--- config.mk ---
export PLATFORM = sky130hd
export DESIGN_NAME = rtc_tick_calendar_converter
export DESIGN_NICKNAME = d
export VERILOG_FILES = /design/src/hw/rtl/rtcc_pkg.sv /design/src/hw/rtl/rtcc_pipe_ctl.sv /design/src/hw/rtl/rtc_tick_calendar_converter.sv
export SDC_FILE = /design/constraint.sdc
export NUM_CORES = 2
export LEC_CHECK = 0
export BUFFER_PORTS_ARGS = -buffer_cell sky130_fd_sc_hd__clkbuf_2
export CORE_AREA = 3 3 321 323
export CTS_BUF_LIST = sky130_fd_sc_hd__clkbuf_8 sky130_fd_sc_hd__clkbuf_16
export DETAILED_ROUTE_END_ITERATION = 16
export DIE_AREA = 0 0 324 326
export PLACE_DENSITY = 0.75
export SLEW_MARGIN = 0
export SYNTH_ARGS = -nofsm -noshare
export SYNTH_HDL_FRONTEND = slang
export SYNTH_SLANG_ARGS = --single-unit
--- constraint.sdc ---
create_clock -name clock -period 11 [get_ports clock]
set_input_delay 2.2 -clock clock [delete_from_list [all_inputs] [get_ports clock]]
set_output_delay 2.2 -clock clock [all_outputs]
set_load 0.01 [all_outputs]
--- src/hw/rtl/rtcc_pkg.sv ---
// shared types, constants and month tables for the rtc tick / calendar converter
// no dependencies
`timescale 1ns / 1ps

package rtcc_pkg;

   localparam int unsigned EPOCH_YEAR = 2009;
   localparam int NUM_STAGES = 7;

   localparam logic [31:0] SEC_PER_DAY = 32'd86400;
   localparam logic [16:0] SEC_PER_HOUR = 17'd3600;
   localparam logic [16:0] SEC_PER_MIN = 17'd60;
   localparam logic [31:0] DAYS_PER_YEAR = 32'd365;
   localparam logic [3:0] MONTH_FIRST = 4'd1;
   localparam logic [3:0] MONTH_LAST = 4'd12;

   // exact reciprocals: ceil(2^shift / divisor)
   localparam logic [31:0] RECIP_DAY = 32'd3257812231;
   localparam int DAY_SHIFT = 48;
   localparam int DAYS_W = 15;
   localparam logic [21:0] RECIP_QYEAR = 22'd3762874;
   localparam int QYEAR_SHIFT = 37;
   localparam int YOFF_W = 7;
   localparam logic [17:0] RECIP_HOUR = 18'd149131;
   localparam int HOUR_SHIFT = 29;
   localparam logic [12:0] RECIP_MIN = 13'd4370;
   localparam int MIN_SHIFT = 18;
   localparam logic [21:0] QYEAR_X100 = 22'd100;
   localparam logic [21:0] QYEAR_ROUND = 22'd99;

   typedef enum logic {
      OP_DECODE = 1'b0,
      OP_ENCODE = 1'b1
   } op_type;

   typedef struct packed {
      op_type      opcode;
      logic [31:0] tick_count;
      logic [11:0] cal_year;
      logic [3:0]  cal_month;
      logic [4:0]  cal_day;
      logic [4:0]  cal_hour;
      logic [5:0]  cal_minute;
      logic [5:0]  cal_second;
   } req_type;

   typedef struct packed {
      logic [11:0] out_year;
      logic [3:0]  out_month;
      logic [4:0]  out_day;
      logic [4:0]  out_hour;
      logic [5:0]  out_minute;
      logic [5:0]  out_second;
      logic [31:0] out_ticks;
      logic [4:0]  month_length;
      logic        date_ok;
   } rsp_type;

   typedef struct packed {
      logic [NUM_STAGES-1:0] en;
      logic [NUM_STAGES-1:0] vld;
   } pipe_ctl_type;

   // days before month index 0..11
   function automatic logic [8:0] days_before(input logic [3:0] midx, input logic leap);
      logic [8:0] d;
      unique case (midx)
         4'd0: d = 9'd0;
         4'd1: d = 9'd31;
         4'd2: d = 9'd59;
         4'd3: d = 9'd90;
         4'd4: d = 9'd120;
         4'd5: d = 9'd151;
         4'd6: d = 9'd181;
         4'd7: d = 9'd212;
         4'd8: d = 9'd243;
         4'd9: d = 9'd273;
         4'd10: d = 9'd304;
         4'd11: d = 9'd334;
         default: d = 9'd0;
      endcase
      if (leap && (midx >= 4'd2) && (midx <= 4'd11)) begin
         d = d + 9'd1;
      end
      return d;
   endfunction

   // days in month index 0..11, zero for anything else
   function automatic logic [4:0] month_days(input logic [3:0] midx, input logic leap);
      logic [4:0] d;
      unique case (midx)
         4'd0, 4'd2, 4'd4, 4'd6, 4'd7, 4'd9, 4'd11: d = 5'd31;
         4'd3, 4'd5, 4'd8, 4'd10: d = 5'd30;
         4'd1: d = leap ? 5'd29 : 5'd28;
         default: d = 5'd0;
      endcase
      return d;
   endfunction

endpackage

--- src/hw/rtl/rtcc_pipe_ctl.sv ---
// valid bits and per-stage load enables for the converter pipeline
// depends on rtcc_pkg
`timescale 1ns / 1ps

module rtcc_pipe_ctl (
   input  logic                 clock,
   input  logic                 reset,
   input  logic                 in_valid,
   input  logic                 out_stall,
   output rtcc_pkg::pipe_ctl_type ctl
);
   import rtcc_pkg::*;

   localparam int LAST = NUM_STAGES - 1;

   logic [NUM_STAGES-1:0] vld_ff;
   logic [NUM_STAGES-1:0] vld_in;
   logic [NUM_STAGES-1:0] en;

   // a stage loads when empty or when its beat moves on
   always_comb begin
      en[LAST] = !vld_ff[LAST] || !out_stall;
      for (int i = LAST - 1; i >= 0; i--) begin
         en[i] = !vld_ff[i] || en[i+1];
      end
   end

   always_comb begin
      vld_in[0] = en[0] ? in_valid : vld_ff[0];
      for (int i = 1; i < NUM_STAGES; i++) begin
         vld_in[i] = en[i] ? vld_ff[i-1] : vld_ff[i];
      end
   end

   always_ff @(posedge clock) begin
      if (reset) begin
         vld_ff <= '0;
      end else begin
         vld_ff <= vld_in;
      end
   end

   assign ctl = '{en: en, vld: vld_ff};

`ifndef SYNTH
   a_out_hold: assert property (@(posedge clock) disable iff (reset)
      (vld_ff[LAST] && out_stall) |=> vld_ff[LAST])
      else $error("output beat dropped under stall");
   a_full_stall: assert property (@(posedge clock) disable iff (reset)
      !en[0] |-> (&vld_ff))
      else $error("input stalled with a bubble in the pipe");
   a_head_hold: assert property (@(posedge clock) disable iff (reset)
      (vld_ff[0] && !en[1]) |=> vld_ff[0])
      else $error("first stage lost a beat");
   a_reset_empty: assert property (@(posedge clock)
      $past(reset) |-> (vld_ff == '0))
      else $error("pipe not empty after reset");
   a_count_move: assert property (@(posedge clock) disable iff (reset)
      (!in_valid && !out_stall && !vld_ff[LAST]) |=>
         ($countones(vld_ff) <= $countones($past(vld_ff))))
      else $error("beat created from nothing");
`endif

endmodule

--- src/hw/rtl/rtc_tick_calendar_converter.sv ---
// Converts between a count of half-second ticks since 1 January of the epoch year and
// calendar date and time, in both directions (opcode selects), using rtcc_pkg and
// rtcc_pipe_ctl. The block takes one beat per cycle while the input is not stalled and
// returns each result in order, after it has passed the seven register stages of reciprocal
// multiplies (day, quarter-year, hour, minute) and the subtractions that follow each.
// Stalls on the output back up stage by stage, so bubbles in the pipe are filled before
// the input is stalled. Every fourth year after the epoch is a leap year with no century
// rule; encoding wraps modulo 2^32.
`timescale 1ns / 1ps

module rtc_tick_calendar_converter (
   input  logic              clock,
   input  logic              reset,
   input  logic              req_valid,
   output logic              req_stall,
   input  rtcc_pkg::req_type req_data,
   output logic              rsp_valid,
   input  logic              rsp_stall,
   output rtcc_pkg::rsp_type rsp_data
);
   import rtcc_pkg::*;

   pipe_ctl_type ctl;

   rtcc_pipe_ctl u_ctl (
      .clock     (clock),
      .reset     (reset),
      .in_valid  (req_valid),
      .out_stall (rsp_stall),
      .ctl       (ctl)
   );

   assign req_stall = !ctl.en[0];
   assign rsp_valid = ctl.vld[NUM_STAGES-1];

   // stage 1: day divide product, encode prep
   logic [30:0]       secs;
   logic [62:0]       day_prod;
   logic [11:0]       yoff_e;
   logic              leap_e;
   logic              mvalid_e;
   logic [3:0]        midx_e;

   op_type            s1_op_ff;
   logic [30:0]       s1_secs_ff;
   logic [DAYS_W-1:0] s1_days_ff;
   logic              s1_ok_ff;
   logic [11:0]       s1_yoff_ff;
   logic [4:0]        s1_mlen_ff;
   logic [8:0]        s1_lut_ff;
   logic [4:0]        s1_day_ff;
   logic [16:0]       s1_tod_ff;

   assign secs = req_data.tick_count[31:1];
   assign day_prod = 63'(secs) * 63'(RECIP_DAY);
   assign yoff_e = req_data.cal_year - 12'(EPOCH_YEAR);
   assign leap_e = (2'(yoff_e + 12'd1) == 2'd0);
   assign mvalid_e = (req_data.cal_month >= MONTH_FIRST) && (req_data.cal_month <= MONTH_LAST);
   assign midx_e = req_data.cal_month - 4'd1;

   always_ff @(posedge clock) begin
      if (ctl.en[0]) begin
         s1_op_ff   <= req_data.opcode;
         s1_secs_ff <= secs;
         s1_days_ff <= day_prod[DAY_SHIFT +: DAYS_W];
         s1_ok_ff   <= mvalid_e && (req_data.cal_year >= 12'(EPOCH_YEAR));
         s1_yoff_ff <= yoff_e;
         s1_mlen_ff <= mvalid_e ? month_days(midx_e, leap_e) : 5'd0;
         s1_lut_ff  <= days_before(midx_e, leap_e);
         s1_day_ff  <= req_data.cal_day;
         s1_tod_ff  <= 17'(req_data.cal_hour) * SEC_PER_HOUR
                     + 17'(req_data.cal_minute) * SEC_PER_MIN
                     + 17'(req_data.cal_second);
      end
   end

   // stage 2: day product back, quarter-year numerator, encode day count
   op_type            s2_op_ff;
   logic [30:0]       s2_secs_ff;
   logic [DAYS_W-1:0] s2_days_ff;
   logic [30:0]       s2_dprod_ff;
   logic [21:0]       s2_ynum_ff;
   logic [31:0]       s2_days_e_ff;
   logic [16:0]       s2_tod_e_ff;
   logic              s2_ok_ff;
   logic [4:0]        s2_mlen_ff;

   always_ff @(posedge clock) begin
      if (ctl.en[1]) begin
         s2_op_ff     <= s1_op_ff;
         s2_secs_ff   <= s1_secs_ff;
         s2_days_ff   <= s1_days_ff;
         s2_dprod_ff  <= 31'(32'(s1_days_ff) * SEC_PER_DAY);
         s2_ynum_ff   <= 22'(s1_days_ff) * QYEAR_X100 + QYEAR_ROUND;
         s2_days_e_ff <= 32'(s1_day_ff) - 32'd1 + 32'(s1_lut_ff)
                       + 32'(s1_yoff_ff) * DAYS_PER_YEAR + 32'(s1_yoff_ff >> 2);
         s2_tod_e_ff  <= s1_tod_ff;
         s2_ok_ff     <= s1_ok_ff;
         s2_mlen_ff   <= s1_mlen_ff;
      end
   end

   // stage 3: time of day, year offset, encode day seconds
   logic [43:0]       yprod;
   logic [30:0]       tod_diff;

   op_type            s3_op_ff;
   logic [DAYS_W-1:0] s3_days_ff;
   logic [16:0]       s3_tod_ff;
   logic [YOFF_W-1:0] s3_yoff_ff;
   logic [31:0]       s3_eprod_ff;
   logic [16:0]       s3_tod_e_ff;
   logic              s3_ok_ff;
   logic [4:0]        s3_mlen_ff;

   assign yprod = 44'(s2_ynum_ff) * 44'(RECIP_QYEAR);
   assign tod_diff = s2_secs_ff - s2_dprod_ff;

   always_ff @(posedge clock) begin
      if (ctl.en[2]) begin
         s3_op_ff    <= s2_op_ff;
         s3_days_ff  <= s2_days_ff;
         s3_tod_ff   <= tod_diff[16:0];
         s3_yoff_ff  <= yprod[QYEAR_SHIFT +: YOFF_W];
         s3_eprod_ff <= s2_days_e_ff * SEC_PER_DAY;
         s3_tod_e_ff <= s2_tod_e_ff;
         s3_ok_ff    <= s2_ok_ff;
         s3_mlen_ff  <= s2_mlen_ff;
      end
   end

   // stage 4: hour, day of year, encode tick sum
   logic [34:0]       hprod;
   logic [DAYS_W-1:0] ybase;
   logic [DAYS_W-1:0] doy_full;
   logic [31:0]       cnt_e;

   op_type            s4_op_ff;
   logic [16:0]       s4_tod_ff;
   logic [4:0]        s4_hour_ff;
   logic [8:0]        s4_doy_ff;
   logic [YOFF_W-1:0] s4_yoff_ff;
   logic [31:0]       s4_ticks_ff;
   logic              s4_ok_ff;
   logic [4:0]        s4_mlen_ff;

   assign hprod = 35'(s3_tod_ff) * 35'(RECIP_HOUR);
   assign ybase = DAYS_W'(s3_yoff_ff) * DAYS_W'(DAYS_PER_YEAR) + DAYS_W'(s3_yoff_ff >> 2);
   assign doy_full = s3_days_ff - ybase;
   assign cnt_e = 32'(s3_tod_e_ff) + s3_eprod_ff;

   always_ff @(posedge clock) begin
      if (ctl.en[3]) begin
         s4_op_ff    <= s3_op_ff;
         s4_tod_ff   <= s3_tod_ff;
         s4_hour_ff  <= hprod[HOUR_SHIFT +: 5];
         s4_doy_ff   <= doy_full[8:0];
         s4_yoff_ff  <= s3_yoff_ff;
         s4_ticks_ff <= s3_ok_ff ? {cnt_e[30:0], 1'b0} : 32'd0;
         s4_ok_ff    <= s3_ok_ff;
         s4_mlen_ff  <= s3_mlen_ff;
      end
   end

   // stage 5: month search, minute-second remainder
   logic        leap_d;
   logic [3:0]  midx_d;
   logic [16:0] rem_full;
   logic [8:0]  mday_d;

   op_type      s5_op_ff;
   logic [4:0]  s5_hour_ff;
   logic [11:0] s5_year_ff;
   logic [11:0] s5_rem_ff;
   logic [3:0]  s5_month_ff;
   logic [4:0]  s5_day_ff;
   logic [4:0]  s5_mlen_ff;
   logic        s5_ok_ff;
   logic [31:0] s5_ticks_ff;

   assign leap_d = (2'(s4_yoff_ff + YOFF_W'(1)) == 2'd0);

   always_comb begin
      midx_d = 4'd0;
      for (int k = 1; k < 12; k++) begin
         if (days_before(4'(k), leap_d) <= s4_doy_ff) begin
            midx_d = 4'(k);
         end
      end
   end

   assign mday_d = s4_doy_ff - days_before(midx_d, leap_d) + 9'd1;
   assign rem_full = s4_tod_ff - 17'(s4_hour_ff) * SEC_PER_HOUR;

   always_ff @(posedge clock) begin
      if (ctl.en[4]) begin
         s5_op_ff    <= s4_op_ff;
         s5_hour_ff  <= s4_hour_ff;
         s5_year_ff  <= 12'(s4_yoff_ff) + 12'(EPOCH_YEAR);
         s5_rem_ff   <= rem_full[11:0];
         s5_month_ff <= midx_d + 4'd1;
         s5_day_ff   <= mday_d[4:0];
         s5_mlen_ff  <= (s4_op_ff == OP_ENCODE) ? s4_mlen_ff : month_days(midx_d, leap_d);
         s5_ok_ff    <= (s4_op_ff == OP_ENCODE) ? s4_ok_ff : 1'b1;
         s5_ticks_ff <= s4_ticks_ff;
      end
   end

   // stage 6: minute
   logic [24:0] mprod;

   op_type      s6_op_ff;
   logic [4:0]  s6_hour_ff;
   logic [11:0] s6_year_ff;
   logic [11:0] s6_rem_ff;
   logic [5:0]  s6_minute_ff;
   logic [3:0]  s6_month_ff;
   logic [4:0]  s6_day_ff;
   logic [4:0]  s6_mlen_ff;
   logic        s6_ok_ff;
   logic [31:0] s6_ticks_ff;

   assign mprod = 25'(s5_rem_ff) * 25'(RECIP_MIN);

   always_ff @(posedge clock) begin
      if (ctl.en[5]) begin
         s6_op_ff     <= s5_op_ff;
         s6_hour_ff   <= s5_hour_ff;
         s6_year_ff   <= s5_year_ff;
         s6_rem_ff    <= s5_rem_ff;
         s6_minute_ff <= mprod[MIN_SHIFT +: 6];
         s6_month_ff  <= s5_month_ff;
         s6_day_ff    <= s5_day_ff;
         s6_mlen_ff   <= s5_mlen_ff;
         s6_ok_ff     <= s5_ok_ff;
         s6_ticks_ff  <= s5_ticks_ff;
      end
   end

   // stage 7: second and output beat
   logic [11:0] sec_full;
   rsp_type     rsp_in;
   rsp_type     rsp_ff;

   assign sec_full = s6_rem_ff - 12'(s6_minute_ff) * 12'(SEC_PER_MIN);

   always_comb begin
      rsp_in = '0;
      rsp_in.month_length = s6_mlen_ff;
      rsp_in.date_ok = s6_ok_ff;
      unique case (s6_op_ff)
         OP_DECODE: begin
            rsp_in.out_year   = s6_year_ff;
            rsp_in.out_month  = s6_month_ff;
            rsp_in.out_day    = s6_day_ff;
            rsp_in.out_hour   = s6_hour_ff;
            rsp_in.out_minute = s6_minute_ff;
            rsp_in.out_second = sec_full[5:0];
         end
         OP_ENCODE: begin
            rsp_in.out_ticks = s6_ticks_ff;
         end
         default: begin
            rsp_in = '0;
         end
      endcase
   end

   always_ff @(posedge clock) begin
      if (ctl.en[6]) begin
         rsp_ff <= rsp_in;
      end
   end

   assign rsp_data = rsp_ff;

`ifndef SYNTH
   a_decode_ok: assert property (@(posedge clock) disable iff (reset)
      (ctl.en[6] && ctl.vld[5] && (s6_op_ff == OP_DECODE)) |=> rsp_data.date_ok)
      else $error("decode beat without date_ok");
   a_bad_zero: assert property (@(posedge clock) disable iff (reset)
      (rsp_valid && !rsp_data.date_ok) |-> (rsp_data.out_ticks == 32'd0))
      else $error("invalid date with nonzero ticks");
   a_even_ticks: assert property (@(posedge clock) disable iff (reset)
      rsp_valid |-> !rsp_data.out_ticks[0])
      else $error("odd tick count");
   a_time_range: assert property (@(posedge clock) disable iff (reset)
      (ctl.vld[5] && (s6_op_ff == OP_DECODE)) |->
         ((s6_hour_ff < 5'd24) && (s6_minute_ff < 6'd60) && (sec_full < 12'd60)))
      else $error("decoded time out of range");
`endif

endmodule

==> flow_metrics.tcl <==
set metrics [dict create \
    tightest_slew_ns 0.922 \
    firstDrtPassIters 7 \
    ys.flop_type "edfxtp_1" \
    crit_start "req_data[54]" \
    max_freq_mhz 114 \
    ant_nets 0 \
    holdCritPathClass "reg -> reg" \
    clock_sinks 554 \
    synth_top_area_share_pct 27.8 \
    nNetsFinal 7315 \
    cp_slowest_cell "fa_1" \
    setup_viol 0 \
    finish.utilization_pct 63.7 \
    async_flop_share_pct 0 \
    synth_edf_count 547 \
    finalNonFillerCells 6703 \
    fill_cells 7732 \
    path_cells "clkbuf_2, ha_1, fa_1, inv_1, fa_1, inv_1, fa_1, fa_1, fa_1, fa_1, inv_1, fa_1, inv_1, ha_1, a21oi_1, o21ai_0, o211ai_1, o211ai_1, a32oi_2, nor3_2, o221a_4, o41ai_4, o21bai_1, xor2_1" \
    criticalPathCategory "in -> reg" \
    cts_tree "yes" \
    yosysWarnings 0 \
    die_w_um 324 \
    syn2layout_area_growth_pct 7.89 \
    dp_hpwl_um 98200 \
    cts_max_level 2 \
    postCtsHoldBufs 0 \
    initial_utilization_pct 59.0 \
    placementRows 116 \
    cts_root_buf "clkbuf_16" \
    cpPeakStageDelay_ns 0.54 \
    antenna_found_initial 1 \
    required_ns 11.39 \
    ys_top_cells_by_area "edfxtp_1, ha_1, fa_1" \
    die_y_um 326 \
    grt_max_degree 69 \
    cts_max_path_buffers 3 \
    ys_ff_latch 554 \
    slew_headroom_pct 38.6 \
    rsz0062_at_grt "false" \
    worst-r2r-cell-count 21 \
    core-area_um2 100000 \
    pre_cts_ws_ns 1.60 \
    yosysMostFrequentCell "inv_1" \
    synth_cell_types 74 \
    rrSetupSlack_ns 3.00 \
    end_kind "register" \
    finClkSkew_ns 0.0244 \
    r2r_end "s3_yoff_ff[6]" \
    postSynthCellCount 5154 \
    fin_crit_ns 8.79 \
    fin_tns_setup_ns 0 \
    portBuffers 150 \
    numCtsBuffers 58 \
    drv_cap 0 \
    grt.overflow.total 0 \
    clkSlewWorstSetupHoldPaths_ns 0.07 \
    ys_seq_area_share_pct 28.0 \
    post_drt_wl_per_cell_um 17.2 \
    wl_um 116000 \
    avgSynthCellArea_um2 11.5 \
    synth_nets 7116 \
    endpoint "s1_days_ff[13]" \
    vias 35600 \
    drc 0 \
    slew_viol_final 0 \
    critPathLaunchType "input pin" \
    path_max_fanout 12 \
    clk_latency_ns 0.66 \
    hold_viol 0 \
    dp.cells 6591 \
    post_cts_buffers 0 \
    cts_resized 0 \
    die_area_um2 106000 \
    setup_slack_ns 2.21 \
    routed_via_density 5.31 \
    synth_commonest_cells "inv_1, ha_1, fa_1" \
    yosysTopAreaCell "edfxtp_1" \
    timing.final.crit_share_pct 79.9 \
    io_pins 153 \
    grt_pass1_wl_um 189000 \
    grt_pass1_vias 37200 \
    globalplace.congestion 0.952 \
    status "complete, no violations" \
    critPathMostFrequentCell "fa_1" \
    crit_arrival_ns 9.18 \
    r2r-start "s2_days_ff[0]" \
    grtUsageTotal_pct 22.7 \
    syn_area_um2 59100 \
    final_layout_size_suffix_gt1_share_pct 5.20 \
    drt_iter0_drc 1790 \
]
-- metrics by stage --
step | hold slack [ns] | area (um2)
2_1_floorplan | 0.400 | 59100
3_3_place_gp | 0.400 | 61500
3_5_place_dp | 0.405 | 61500
4_1_cts | 0.409 | 63800
5_1_grt | 0.421 | 63800
6_report | 0.410 | 63800
-- worst max-delay path: cells and delay by family --
family	cells	cell delay, ns
AOI/OAI and AO/OA	8	1.79
xor gates and xnor gates	1	0.15
adders and majority gates	9	4.38
buffers and inverters	5	0.56
and+or+nand+nor	1	0.08
-- layout make-up --
class                   instances  area (um2)  share of cell area [%]
clock inverters                49         769                    1.21
inverters                    1357        5090                    7.99
repair buffers                160         826                    1.29
flip-flops and latches        554       16600                    26.0
diodes                          2        5.00                 0.00785
multi-input cells            3222       37400                    58.6
clock buffers                  61        1490                    2.34
well taps                    1298        1620                    2.55
-- sequential cells by signal (all words and copies together), names as in the netlist, 12 cells and up --
name and flops:
s5_ticks_ff 31, s1_secs_ff 17, s3_tod_ff 17, s3_eprod_ff 24
s2_secs_ff 17, s2_ynum_ff 17, s3_tod_e_ff 17, rsp_data 73
s6_year_ff 12, s2_tod_e_ff 17, s1_tod_ff 17, s5_rem_ff 12
s5_year_ff 12, s4_ticks_ff 31, s6_ticks_ff 31, s2_days_e_ff 24
s1_days_ff 15, s1_yoff_ff 12, s4_tod_ff 12
-- cells in the final DEF, fill, tap and decap left out, types with 10 or more instances in the layout --
master	instances
inv_1	1361
ha_1	1193
fa_1	694
edfxtp_1	547
xnor2_1	179
a21oi_1	173
clkbuf_2	150
nor2_1	120
o21ai_0	99
nand2_1	85
xor2_1	67
nor2b_1	64
a21o_1	63
and2_1	60
clkbuf_16	58
nor3_1	47
o21a_1	34
nand3_1	31
o21bai_1	29
nand2b_1	26
a211oi_1	24
nand4_1	22
and3_1	22
bufinv_16	17
or3_1	15
o211ai_1	13
a31oi_1	12
a21boi_0	12
buf_4	10
-- kinds of logic after synthesis --
kind of cell | synth area share, %
xor gates and xnor gates | 3.64
muxes | 0.0910
adders and majority gates | 48.8
buffers and inverters | 8.77
DFF | 28.0
other | 0.00634
and+or+nand+nor | 4.74
AOI/OAI and AO/OA | 5.97
-- metal layers --
layer	vias to the layer above	part of all wire, %	GRT usage (%)
met5	-	0	0
met4	0	2.6	5.77
met2	767	47	36.9
met3	166	5.7	3.73
met1	17400	45	31.7
li1	17300	-	-
-- worst min-delay path by stage --
stage                       start              end  cells past startpoint
floorplan                s6_ok_ff      rsp_data[0]                      0
global placement    s2_secs_ff[2]     s3_tod_ff[2]                      0
detailed placement  s6_mlen_ff[0]      rsp_data[1]                      0
CTS                 s1_tod_ff[15]  s2_tod_e_ff[15]                      0
global route        s6_mlen_ff[0]      rsp_data[1]                      0
finish              s2_secs_ff[2]     s3_tod_ff[2]                      0
Power is left out: the tool's default activity adds up to more than one toggle a clock period on the data nets, which glitch-free logic cannot reach.
